$ cat config.mk
export PLATFORM = sky130hd
export DESIGN_NAME = counting_semaphore_table
export DESIGN_NICKNAME = d
export VERILOG_FILES = /design/src/hdl/csem_pkg.sv /design/src/hdl/counting_semaphore_table.sv /design/src/hdl/csem_cnt_ram.sv /design/src/hdl/csem_alu.sv
export SDC_FILE = /design/constraint.sdc
export NUM_CORES = 1
export LEC_CHECK = 0
export ABC_AREA = 1
export BUFFER_PORTS_ARGS = -buffer_cell sky130_fd_sc_hd__buf_2
export CORE_MARGIN = 3
export CORE_UTILIZATION = 45
export DETAILED_ROUTE_END_ITERATION = 8
export SLEW_MARGIN = 30
export SYNTH_ARGS = -nofsm -noshare
export SYNTH_HDL_FRONTEND = slang
export SYNTH_SLANG_ARGS = --single-unit
$ cat constraint.sdc
create_clock -name clk -period 8.4 [get_ports clk]
set_input_delay 0.84 -clock clk [delete_from_list [all_inputs] [get_ports clk]]
set_output_delay 0.84 -clock clk [all_outputs]
set_load 0.02 [all_outputs]
$ cat src/hdl/csem_pkg.sv
// ----------------------------------------------------------------------------
// csem_pkg: shared types and constants
// Widths, operation and status codes, sequencer states and result record
// for the counting semaphore table.
// ----------------------------------------------------------------------------
package csem_pkg;

  localparam int SLOTS    = 16;
  localparam int CNT_W    = 32;
  localparam int ID_W     = (SLOTS > 1) ? $clog2(SLOTS) : 1;
  localparam int NUM_W    = $clog2(SLOTS + 1);
  localparam int OP_W     = 2;
  localparam int STAT_W   = 2;
  localparam int IN_W     = OP_W + ID_W + CNT_W;
  localparam int IN_BYTES = (IN_W + 7) / 8;
  localparam int OUT_W    = STAT_W + ID_W + 1 + CNT_W + NUM_W;
  localparam int OUT_BYTES = (OUT_W + 7) / 8;

  typedef enum logic [OP_W-1:0] {
    OP_ALLOC  = 2'd0,
    OP_FREE   = 2'd1,
    OP_SIGNAL = 2'd2,
    OP_WAIT   = 2'd3
  } op_t;

  typedef enum logic [STAT_W-1:0] {
    ST_OK        = 2'd0,
    ST_BAD_ID    = 2'd1,
    ST_NO_FREE   = 2'd2,
    ST_MUST_WAIT = 2'd3
  } status_t;

  typedef enum logic [1:0] {
    ALU_PASS,
    ALU_INC,
    ALU_DEC
  } alu_op_t;

  typedef enum logic [1:0] {
    S_IDLE,
    S_SCAN,
    S_EXEC,
    S_DONE
  } state_t;

  typedef struct packed {
    logic [NUM_W-1:0] active;
    logic [CNT_W-1:0] cnt;
    logic             wake;
    logic [ID_W-1:0]  granted;
    status_t          status;
  } res_t;

endpackage

$ cat src/hdl/counting_semaphore_table.sv
// ----------------------------------------------------------------------------
// counting_semaphore_table: table of counting semaphores
// Allocate with round-robin search, free, signal (V) and wait (P) requests
// served one at a time by a small sequencer around a shared count unit.
// ----------------------------------------------------------------------------
// free, signal, wait: count ram read, update, result load
// invalid id: result load without a count ram read
// allocate: a search that probes one busy bit per cycle, then result load
// result register frees the request side; a waiting result stalls the next load
// synchronous active-low reset clears busy marks, counts, pointer and total;
// active_slots resets to 16
module counting_semaphore_table
  import csem_pkg::*;
(
  input  logic                   clk,
  input  logic                   rst_n,
  input  logic                   in_tvalid,
  output logic                   in_tready,
  input  logic [IN_BYTES*8-1:0]  in_tdata,   // op, sem_id, initial_value
  output logic                   out_tvalid,
  input  logic                   out_tready,
  output logic [OUT_BYTES*8-1:0] out_tdata,  // status, granted_id, wake_waiters,
                                             // count_after, active_count
  input  logic                   cfg_valid,
  output logic                   cfg_ready,
  input  logic [NUM_W-1:0]       cfg_data    // active_slots
);

  state_t            state_r, state_nxt;
  op_t               op_r, op_nxt;
  logic [ID_W-1:0]   id_r, id_nxt;
  logic [CNT_W-1:0]  init_r, init_nxt;
  logic [NUM_W-1:0]  n_r, n_nxt;
  logic [ID_W-1:0]   idx_r, idx_nxt;
  logic [NUM_W-1:0]  steps_r, steps_nxt;
  logic [SLOTS-1:0]  busy_r, busy_nxt;
  logic [ID_W-1:0]   next_free_r, next_free_nxt;
  logic [NUM_W-1:0]  total_r, total_nxt;
  logic [NUM_W-1:0]  active_slots_r;
  res_t              res_r, res_nxt;
  logic              out_vld_r;
  res_t              out_r;

  logic [NUM_W-1:0]  n_sat;
  logic [NUM_W-1:0]  idx_inc;
  logic [ID_W-1:0]   idx_wrap;
  logic              in_xfer;
  logic              out_free;

  logic              wr_en;
  logic [ID_W-1:0]   wr_addr;
  logic [CNT_W-1:0]  wr_data;
  logic              rd_en;
  logic [CNT_W-1:0]  rd_data;
  alu_op_t           alu_mode;
  logic [CNT_W-1:0]  alu_y;
  logic              alu_zero;

  op_t               in_op;
  logic [ID_W-1:0]   in_id;
  logic [CNT_W-1:0]  in_init;

  assign in_op   = op_t'(in_tdata[OP_W-1:0]);
  assign in_id   = in_tdata[OP_W +: ID_W];
  assign in_init = in_tdata[OP_W+ID_W +: CNT_W];

  assign cfg_ready = rst_n;
  assign in_tready = rst_n && (state_r == S_IDLE);
  assign in_xfer   = in_tvalid && in_tready;
  assign out_free  = !out_vld_r || out_tready;

  always_comb begin
    if (active_slots_r == '0) begin
      n_sat = NUM_W'(1);
    end else if (active_slots_r > NUM_W'(SLOTS)) begin
      n_sat = NUM_W'(SLOTS);
    end else begin
      n_sat = active_slots_r;
    end
  end

  assign idx_inc  = {1'b0, idx_r} + NUM_W'(1);
  assign idx_wrap = (idx_inc < n_r) ? idx_inc[ID_W-1:0] : '0;

  csem_cnt_ram u_ram (
    .clk     (clk),
    .rst_n   (rst_n),
    .wr_en   (wr_en),
    .wr_addr (wr_addr),
    .wr_data (wr_data),
    .rd_en   (rd_en),
    .rd_addr (in_id),
    .rd_data (rd_data)
  );

  csem_alu u_alu (
    .mode   (alu_mode),
    .a      (rd_data),
    .y      (alu_y),
    .a_zero (alu_zero)
  );

  always_ff @(posedge clk) begin
    if (!rst_n) begin
      state_r        <= S_IDLE;
      busy_r         <= '0;
      next_free_r    <= '0;
      total_r        <= '0;
      active_slots_r <= NUM_W'(SLOTS);
      out_vld_r      <= 1'b0;
    end else begin
      state_r     <= state_nxt;
      busy_r      <= busy_nxt;
      next_free_r <= next_free_nxt;
      total_r     <= total_nxt;
      if (cfg_valid && cfg_ready) begin
        active_slots_r <= cfg_data;
      end
      if (state_r == S_DONE && out_free) begin
        out_vld_r <= 1'b1;
      end else if (out_tready) begin
        out_vld_r <= 1'b0;
      end
    end
  end

  always_ff @(posedge clk) begin
    op_r    <= op_nxt;
    id_r    <= id_nxt;
    init_r  <= init_nxt;
    n_r     <= n_nxt;
    idx_r   <= idx_nxt;
    steps_r <= steps_nxt;
    res_r   <= res_nxt;
    if (state_r == S_DONE && out_free) begin
      out_r <= res_r;
    end
  end

  always_comb begin
    state_nxt     = state_r;
    op_nxt        = op_r;
    id_nxt        = id_r;
    init_nxt      = init_r;
    n_nxt         = n_r;
    idx_nxt       = idx_r;
    steps_nxt     = steps_r;
    busy_nxt      = busy_r;
    next_free_nxt = next_free_r;
    total_nxt     = total_r;
    res_nxt       = res_r;
    wr_en         = 1'b0;
    wr_addr       = id_r;
    wr_data       = alu_y;
    rd_en         = 1'b0;
    alu_mode      = ALU_PASS;

    unique case (state_r)
      S_IDLE: begin
        if (in_xfer) begin
          op_nxt    = in_op;
          id_nxt    = in_id;
          init_nxt  = in_init;
          n_nxt     = n_sat;
          steps_nxt = '0;
          idx_nxt   = ({1'b0, next_free_r} < n_sat) ? next_free_r : '0;
          res_nxt   = '{active: total_r, cnt: '0, wake: 1'b0, granted: '0,
                        status: ST_OK};
          if (in_op == OP_ALLOC) begin
            state_nxt = S_SCAN;
          end else if ({1'b0, in_id} >= n_sat) begin
            res_nxt.status = ST_BAD_ID;
            state_nxt      = S_DONE;
          end else begin
            rd_en     = 1'b1;
            state_nxt = S_EXEC;
          end
        end
      end
      S_SCAN: begin
        if (!busy_r[idx_r]) begin
          wr_en             = 1'b1;
          wr_addr           = idx_r;
          wr_data           = init_r;
          busy_nxt[idx_r]   = 1'b1;
          next_free_nxt     = idx_wrap;
          total_nxt         = total_r + NUM_W'(1);
          res_nxt.granted   = idx_r;
          res_nxt.cnt       = init_r;
          res_nxt.active    = total_r + NUM_W'(1);
          state_nxt         = S_DONE;
        end else if (steps_r + NUM_W'(1) >= n_r) begin
          res_nxt.status = ST_NO_FREE;
          state_nxt      = S_DONE;
        end else begin
          idx_nxt   = idx_wrap;
          steps_nxt = steps_r + NUM_W'(1);
        end
      end
      S_EXEC: begin
        state_nxt = S_DONE;
        unique case (op_r)
          OP_FREE: begin
            alu_mode      = ALU_PASS;
            next_free_nxt = id_r;
            res_nxt.cnt   = rd_data;
            if (busy_r[id_r]) begin
              busy_nxt[id_r] = 1'b0;
              total_nxt      = total_r - NUM_W'(1);
              res_nxt.active = total_r - NUM_W'(1);
            end
          end
          OP_SIGNAL: begin
            alu_mode     = ALU_INC;
            wr_en        = 1'b1;
            res_nxt.wake = alu_zero;
            res_nxt.cnt  = alu_y;
          end
          OP_WAIT: begin
            alu_mode = ALU_DEC;
            if (alu_zero) begin
              res_nxt.status = ST_MUST_WAIT;
            end else begin
              wr_en       = 1'b1;
              res_nxt.cnt = alu_y;
            end
          end
          default: begin
            alu_mode = ALU_PASS;
          end
        endcase
      end
      S_DONE: begin
        if (out_free) begin
          state_nxt = S_IDLE;
        end
      end
      default: begin
        state_nxt = S_IDLE;
      end
    endcase
  end

  assign out_tvalid = out_vld_r;
  assign out_tdata  = {{(OUT_BYTES*8-OUT_W){1'b0}}, out_r.active, out_r.cnt,
                       out_r.wake, out_r.granted, out_r.status};

  a_total_matches_busy: assert property (@(posedge clk) disable iff (!rst_n)
    $countones(busy_r) == 32'(total_r))
    else $error("allocated total differs from busy marks");

  a_busy_after_transfer: assert property (@(posedge clk) disable iff (!rst_n)
    in_tvalid && in_tready |=> state_r != S_IDLE)
    else $error("request transfer did not start the sequencer");

  a_scan_bounded: assert property (@(posedge clk) disable iff (!rst_n)
    state_r == S_SCAN |-> steps_r < n_r)
    else $error("allocate search ran past the slots in use");

endmodule

$ cat src/hdl/csem_cnt_ram.sv
// ----------------------------------------------------------------------------
// csem_cnt_ram: semaphore count store
// One write port, one registered read port; per-entry valid bits make
// entries read as zero until written after reset.
// ----------------------------------------------------------------------------
module csem_cnt_ram
  import csem_pkg::*;
(
  input  logic             clk,
  input  logic             rst_n,
  input  logic             wr_en,
  input  logic [ID_W-1:0]  wr_addr,
  input  logic [CNT_W-1:0] wr_data,
  input  logic             rd_en,
  input  logic [ID_W-1:0]  rd_addr,
  output logic [CNT_W-1:0] rd_data
);

  logic [CNT_W-1:0] mem [SLOTS];
  logic [SLOTS-1:0] vld_r;
  logic [CNT_W-1:0] rd_data_r;
  logic             rd_vld_r;

  always_ff @(posedge clk) begin
    if (wr_en) begin
      mem[wr_addr] <= wr_data;
    end
    if (rd_en) begin
      rd_data_r <= mem[rd_addr];
    end
  end

  always_ff @(posedge clk) begin
    if (!rst_n) begin
      vld_r    <= '0;
      rd_vld_r <= 1'b0;
    end else begin
      if (wr_en) begin
        vld_r[wr_addr] <= 1'b1;
      end
      if (rd_en) begin
        rd_vld_r <= vld_r[rd_addr];
      end
    end
  end

  assign rd_data = rd_vld_r ? rd_data_r : '0;

endmodule

$ cat src/hdl/csem_alu.sv
// ----------------------------------------------------------------------------
// csem_alu: shared count unit
// Increments, decrements or passes a count and flags a zero operand.
// ----------------------------------------------------------------------------
module csem_alu
  import csem_pkg::*;
(
  input  alu_op_t          mode,
  input  logic [CNT_W-1:0] a,
  output logic [CNT_W-1:0] y,
  output logic             a_zero
);

  always_comb begin
    unique case (mode)
      ALU_INC: y = a + CNT_W'(1);
      ALU_DEC: y = a - CNT_W'(1);
      default: y = a;
    endcase
  end

  assign a_zero = (a == '0);

endmodule
==> results.md, run 1 <==
* M1 WL at 40300 microns
* Clock Skew at 0.0410 ns
* Clock slew at reported path FFs at 0.06 ns
* DR iter-0 viols at 2381
* Max-cap viol count at 0
* Top-level I/O count at 101
* Number of global-route vias before repair at 23086
* VDD IR max at 0.000179 V
* HP Class: in -> reg
* First-pass GRT wire length at 142000 microns
* Post-DRT Antenna Nets at 0
* Synth area leaders: edfxtp_1 (62%), o21ai_0 (5.8%), nand2_1 (5.3%)
* CP max stage cell: a31oi_2
* Commonest non-fill, non-tap cells in the layout: edfxtp_1 (684), nand2_1 (467), o21ai_0 (380)
* Post-CTS setup buffers at 0
* TritonCTS Buffers at 77
* Overall routing resource usage at 24.0%
* Clock buffer depth at 3
* Buffers on Ports at 94
* Syn avg cell area at 10.8 sq um
* Commonest non-fill, non-tap cell in the layout: edfxtp_1
* Largest net degree at the start of global routing at 103
* Met2 WL at 43500 microns
* WP data required at 8.70 ns
* Area Overhead vs Synth at 12.1%
* Crit path DAT at 5.12 ns
* Routed WL per cell at 22.7 microns
* Die Span Y at 277 microns
* Root buffer cell: clkbuf_16
* Status: finished clean
* Final slew viol count at 0
* Detailed-route via count at 23760
* Worst setup SP type: register
* Family with the most delay on the worst path: simple AND/OR/NAND/NOR gates
* Hold Fails Final Rpt at 0
* Unrepaired setup endpoints after global routing: no
* Gates resized, CTS repair at 0
* TNS Setup at 0 ns
* Initial antenna violation count at 3
* Crit path buf inv count at 2
* Most used cell, CP: nand2_1
* Syn. warnings at 0
* Pleak at 13.5 nW
* Yosys cell types at 50
* Mapped cell area at 33000 sq um
* Met3 routed WL at 7110 microns
* Drt total wl at 93500 microns
* Yosys top cell area share at 62.3%
* Power density cells at 283 nW/um^2
* Worst slew pin tran at 1.09 ns
* Starting Density at 45.8%
* Final min period at 4.82 ns
* Detail Placement HPWL at 56900 microns
* Peak per-stage delay on the critical path at 0.69 ns
* Row cnt at 98
* Setup crit end kind: register
* First-pass iteration count of the detailed router at 5
* Highest routed layer: met4
* Fin nets at 3217
* Die X at 277 microns
* CTS Sinks at 734
* Share of layout cells above drive strength 1 at 10.6%
* # setup viols final at 0
* Hold-fix buffers, CTS at 0
* Part of the Yosys area used for sequential elements at 65.3%
* Kind of critical path: reg -> reg
* Total grt overflow at 0
* Clk Latency, worst-skew pair at 0.64 ns
* Worst slew margin at 26.8%
* Full die area at 76600 sq um
* H-tree depth at 3
* Post-synth top area cell: edfxtp_1
* Core ar. at 72100 sq um
* CTS tree: done
* Final period utilization at 57.4%
* DRC at 0
* Syn Inst Count at 3062
* Fin util at 51.3%
* Via/cell ratio at 5.76
* RD Place Congestion at 0.958
* Critical path fanouts, max at 20
* Seq cells post-synth at 734
* Highest Clock Rate at 0.207 GHz
* Worst path cell trace: inv_1 > ha_1 > nand2_1 > ha_1 > inv_1 > nand2_1 > nand2_1 > nor2_1 > a21oi_1 > nand3_1 > nand2_1 > nand2_1 > nand2_1 > nand3_1 > a31oi_2
-- per-stage QoR --
step	worst slack (ns)	instance area (sq um)	cells	power (mW)	hold slack [ns]
2_1_floorplan	1.26	33000	3065	6.29	0.400
3_3_place_gp	3.42	34300	3983	7.01	0.403
4_1_cts	3.50	36900	4124	10.5	0.344
3_5_place_dp	3.48	34400	3983	7.08	0.405
6_report	3.58	37000	4125	10.4	0.379
5_1_grt	3.26	37000	4125	10.9	0.351
-- kinds of logic (layout without fill, tap and decap cells) --
logic type | count (synthesis) | count (layout) | synth area share, %
fa+ha+maj | 55 | 55 | 2.11
simple gates | 1066 | 1066 | 13.4
flops | 734 | 734 | 65.3
buf+inv | 423 | 532 | 5.08
compound gates | 764 | 764 | 13.6
other cells | 1 | 5 | 0.0114
xor+xnor | 19 | 19 | 0.504
-- layout make-up --
| class | instances | area (sq um) |
|---|---|---|
| Timing Repair Buffer | 142 | 843 |
| Clock inverter | 45 | 538 |
| Fill cell | 6352 | 35100 |
| Multi-Input combinational cell | 1908 | 9890 |
| Clock buffer | 96 | 2010 |
| Tap cell | 950 | 1190 |
| Sequential cell | 734 | 21500 |
| Inverter | 249 | 961 |
| Antenna cell | 1 | 2.50 |
-- sequential cells by signal (all words and copies together), names as in the netlist, 16 cells and up --
register / cells
init_r: 32
u_ram.rd_data_r: 32
u_ram.vld_r: 16
out_tdata: 44
res_r: 44
busy_r: 16
u_ram.mem: 512
-- layer usage --
layer,GRT usage [%],up-vias
li1,-,11015
met1,33.9,11583
met2,38.8,996
met3,3.17,166
met4,7.56,0
met5,0,-
-- where the power goes --
part           total, mW  switching, mW  internal [mW]
combinational       2.15           1.63          0.511
sequential          4.90          0.169           4.73
clock               3.40           1.46           1.95
total               10.4           3.26           7.19
-- cell usage after synthesis (all sizes together) --
library cell,count
conb,1
a21boi,1
nor4,4
o32ai,1
a221oi,1
and2,2
ha,54
o211ai,35
inv,244
or2,2
a211oi,1
o31ai,2
o21bai,6
a22oi,5
o21a,2
xnor2,3
buf,36
nor2,372
nand3b,3
a31oi,21
o2111ai,1
a21oi,156
nand3,177
o221ai,100
clkinv,5
a21o,2
o22ai,32
edfxtp,684
xor2,16
dfxtp,50
nor3,11
nand4,18
fa,1
o221a,1
clkbuf,138
o21ai,397
nand2,477
-- path summary, 6_finish.rpt --
path,end,slack [ns],cells past startpoint,startpoint
hold reg to reg,out_tdata[20],0.42,0,res_r[20]
setup reg to reg,u_ram.mem[9][23],3.58,15,state_r[0]
hold / removal,init_r[28],0.38,1,in_tdata[34]
setup / recovery,u_ram.mem[9][23],3.58,15,state_r[0]
Power figures use the tool's default switching activity.
==> run 2: changes to the inputs <==
clock period = 4.12 ns   (was 8.4 ns; I/O delays follow)
==> run 2 against run 1 <==
  * Routed wire length rose by 0.83%
  * Power is 100% higher
  * Critical path depth grew 2
  * Fmax increased by 25%
  * Worst setup slack lost 3.3 ns
  * Register-to-register slack got worse by 3.3 ns
  * Cell count grew 1.9%
  * Sequential share of layout area down 1.1 points
  * Die area is the same
  * Critical endpoint is now u_ram.mem[5][14]
  * Largest cell class unchanged
==> results.md, run 2 (synthesis results as in run 1) <==
* Worst setup path start: op_r[0] (was state_r[0])
* Setup crit end kind: register (unchanged)
* Drt total wl at 94300 microns (was 93500 microns)
* Share of layout cells above drive strength 1 at 11.4% (was 10.6%)
* Buffers on Ports at 94 (unchanged)
* Initial antenna violation count at 3 (unchanged)
* HP Class: in -> reg (unchanged)
* Die Span Y at 277 microns (unchanged)
* Total grt overflow at 0 (unchanged)
* H-tree depth at 3 (unchanged)
* CTS tree: done (unchanged)
* Worst setup SP type: register (unchanged)
* Kind of critical path: reg -> reg (unchanged)
* Placed cell area at 34800 sq um (was 34400 sq um)
* Starting Density at 45.8% (unchanged)
* Via/cell ratio at 5.69 (was 5.76)
* Top-level I/O count at 101 (unchanged)
* Clock buffer depth at 3 (unchanged)
* Final period utilization at 93.7% (was 57.4%)
* Peak per-stage delay on the critical path at 0.43 ns (was 0.69 ns)
* Largest net degree at the start of global routing at 141 (was 103)
* Overall routing resource usage at 24.0% (about the same)
* Pleak at 13.9 nW (was 13.5 nW)
* Fin nets at 3292 (was 3217)
* Final slew viol count at 0 (unchanged)
* VDD IR max at 0.000444 V (was 0.000179 V)
* # setup viols final at 0 (unchanged)
* Number of global-route vias before repair at 23022 (was 23086)
* Highest Clock Rate at 0.259 GHz (was 0.207 GHz)
* Row cnt at 98 (unchanged)
* Routed WL per cell at 22.4 microns (was 22.7 microns)
* Clock slew at reported path FFs at 0.06 ns (about the same)
* Reg2reg start: op_r[0] (was state_r[0])
* TNS Setup at 0 ns (unchanged)
* Root buffer cell: clkbuf_16 (unchanged)
* Max reg flops at 512 (unchanged)
* Critical path fanouts, max at 23 (was 20)
* DR iter-0 viols at 2299 (was 2381)
* Detail Placement HPWL at 59100 microns (was 56900 microns)
* Area Overhead vs Synth at 14.2% (was 12.1%)
* RD Place Congestion at 0.934 (was 0.958)
* DRC at 0 (unchanged)
* Final min period at 3.86 ns (was 4.82 ns)
* Worst slew pin tran at 0.931 ns (was 1.09 ns)
* CP max stage cell: ha_1 (was a31oi_2)
* Most used cell, CP: nand2_1 (unchanged)
* Unrepaired setup endpoints after global routing: no (unchanged)
* Die X at 277 microns (unchanged)
* Post-route cell area at 37700 sq um (was 37000 sq um)
* Reg with most FFs: u_ram.mem (unchanged)
* Max-cap viol count at 0 (unchanged)
* First-pass GRT wire length at 141000 microns (was 142000 microns)
* Post-CTS setup buffers at 0 (unchanged)
* Core ar. at 72100 sq um (unchanged)
* Crit path DAT at 4.09 ns (was 5.12 ns)
* WP data required at 4.35 ns (was 8.70 ns)
* Worst slew margin at 37.9% (was 26.8%)
* Commonest non-fill, non-tap cell in the layout: edfxtp_1 (unchanged)
* Detailed-route via count at 23910 (was 23760)
* Worst path cell trace: inv_1 > ha_1 > nand2_1 > ha_1 > buf_4 > fa_1 > nand2_1 > nand3_1 > nand3_1 > nand2_1 > nand3_1 > nand3_1 > nand2_1 > nand3_1 > o21ai_0 > nand2_1 > nand2_1 (was inv_1 > ha_1 > nand2_1 > ha_1 > inv_1 > nand2_1 > nand2_1 > nor2_1 > a21oi_1 > nand3_1 > nand2_1 > nand2_1 > nand2_1 > nand3_1 > a31oi_2)
* Clk Latency, worst-skew pair at 0.62 ns (was 0.64 ns)
* Commonest non-fill, non-tap cells in the layout: edfxtp_1 (684), nand2_1 (467), o21ai_0 (380) (unchanged)
* TritonCTS Buffers at 79 (was 77)
* Full die area at 76600 sq um (unchanged)
* Clock Skew at 0.0293 ns (was 0.0410 ns)
* Worst Hold Launch: in_tdata[29] (was in_tdata[34])
* First-pass iteration count of the detailed router at 5 (unchanged)
* Status: finished clean (unchanged)
* Post-DRT Antenna Nets at 0 (unchanged)
* Power density cells at 565 nW/um^2 (was 283 nW/um^2)
* Hold Fails Final Rpt at 0 (unchanged)
* CTS Sinks at 734 (unchanged)
-- run 2: worst paths after layout --
| path | endpoint | slack, ns | cells past startpoint |
|---|---|---|---|
| worst max register to register | u_ram.mem[5][14] | 0.26 | 17 |
| worst max-delay path | u_ram.mem[5][14] | 0.26 | 17 |
| worst min register to register | out_tdata[26] | 0.42 | 0 |
| worst min-delay path | init_r[23] | 0.03 | 1 |
-- run 2: per-stage QoR --
step	std cells	hold slack [ns]	total power [mW]	utilization (%)	setup WS, ns
2_1_floorplan	3065	0.400	12.8	-	0.224
3_3_place_gp	4020	0.402	14.4	48.3	0.348
3_5_place_dp	4020	0.405	14.6	48.3	0.256
4_1_cts	4201	0.000568	21.4	52.3	0.230
5_1_grt	4201	0.00944	22.3	52.3	0.0357
6_report	4203	0.0298	21.3	52.3	0.258
-- run 2: per-layer routing --
| layer | wire length, microns | share of wire [%] | global-route usage, % | vias to the layer above |
|---|---|---|---|---|
| met5 | 0 | 0 | 0 | - |
| met4 | 2970 | 3.1 | 8.51 | 0 |
| met3 | 5950 | 6.3 | 2.98 | 176 |
| met2 | 44100 | 47 | 38.8 | 882 |
| met1 | 41300 | 44 | 33.6 | 11660 |
| li1 | - | - | - | 11192 |
-- run 2: layout make-up --
class                   count  area (sq um)
multi-input cells        1908          9830
fillers                  6284         34400
well taps                 950          1190
flip-flops and latches    734         21500
clock buffers              99          2090
diodes                      2          5.00
repair buffers            215          1680
inverters                 249           941
clock inverters            46           408
-- run 2: where the power goes --
part	internal (mW)	switching, mW	leakage [nW]
registers	9.63	0.290	6.73
logic	1.16	3.41	5.92
clock network	3.90	2.91	1.23
-- run 2: timing repair --
action / 4_1_cts / 5_1_grt
hold buffers: 36 / 0
resized for setup: 0 / 1
endpoints found under the hold margin: 36 / 0
endpoints found under the setup margin: 0 / 16
-- run 2: worst max-delay path: cells and delay by family, from the launching register on --
kind	cells	cell delay, ns
simple gates	11	1.46
fa+ha+maj	3	0.96
buf+inv	2	0.43
flops	1	0.40
compound gates	1	0.18
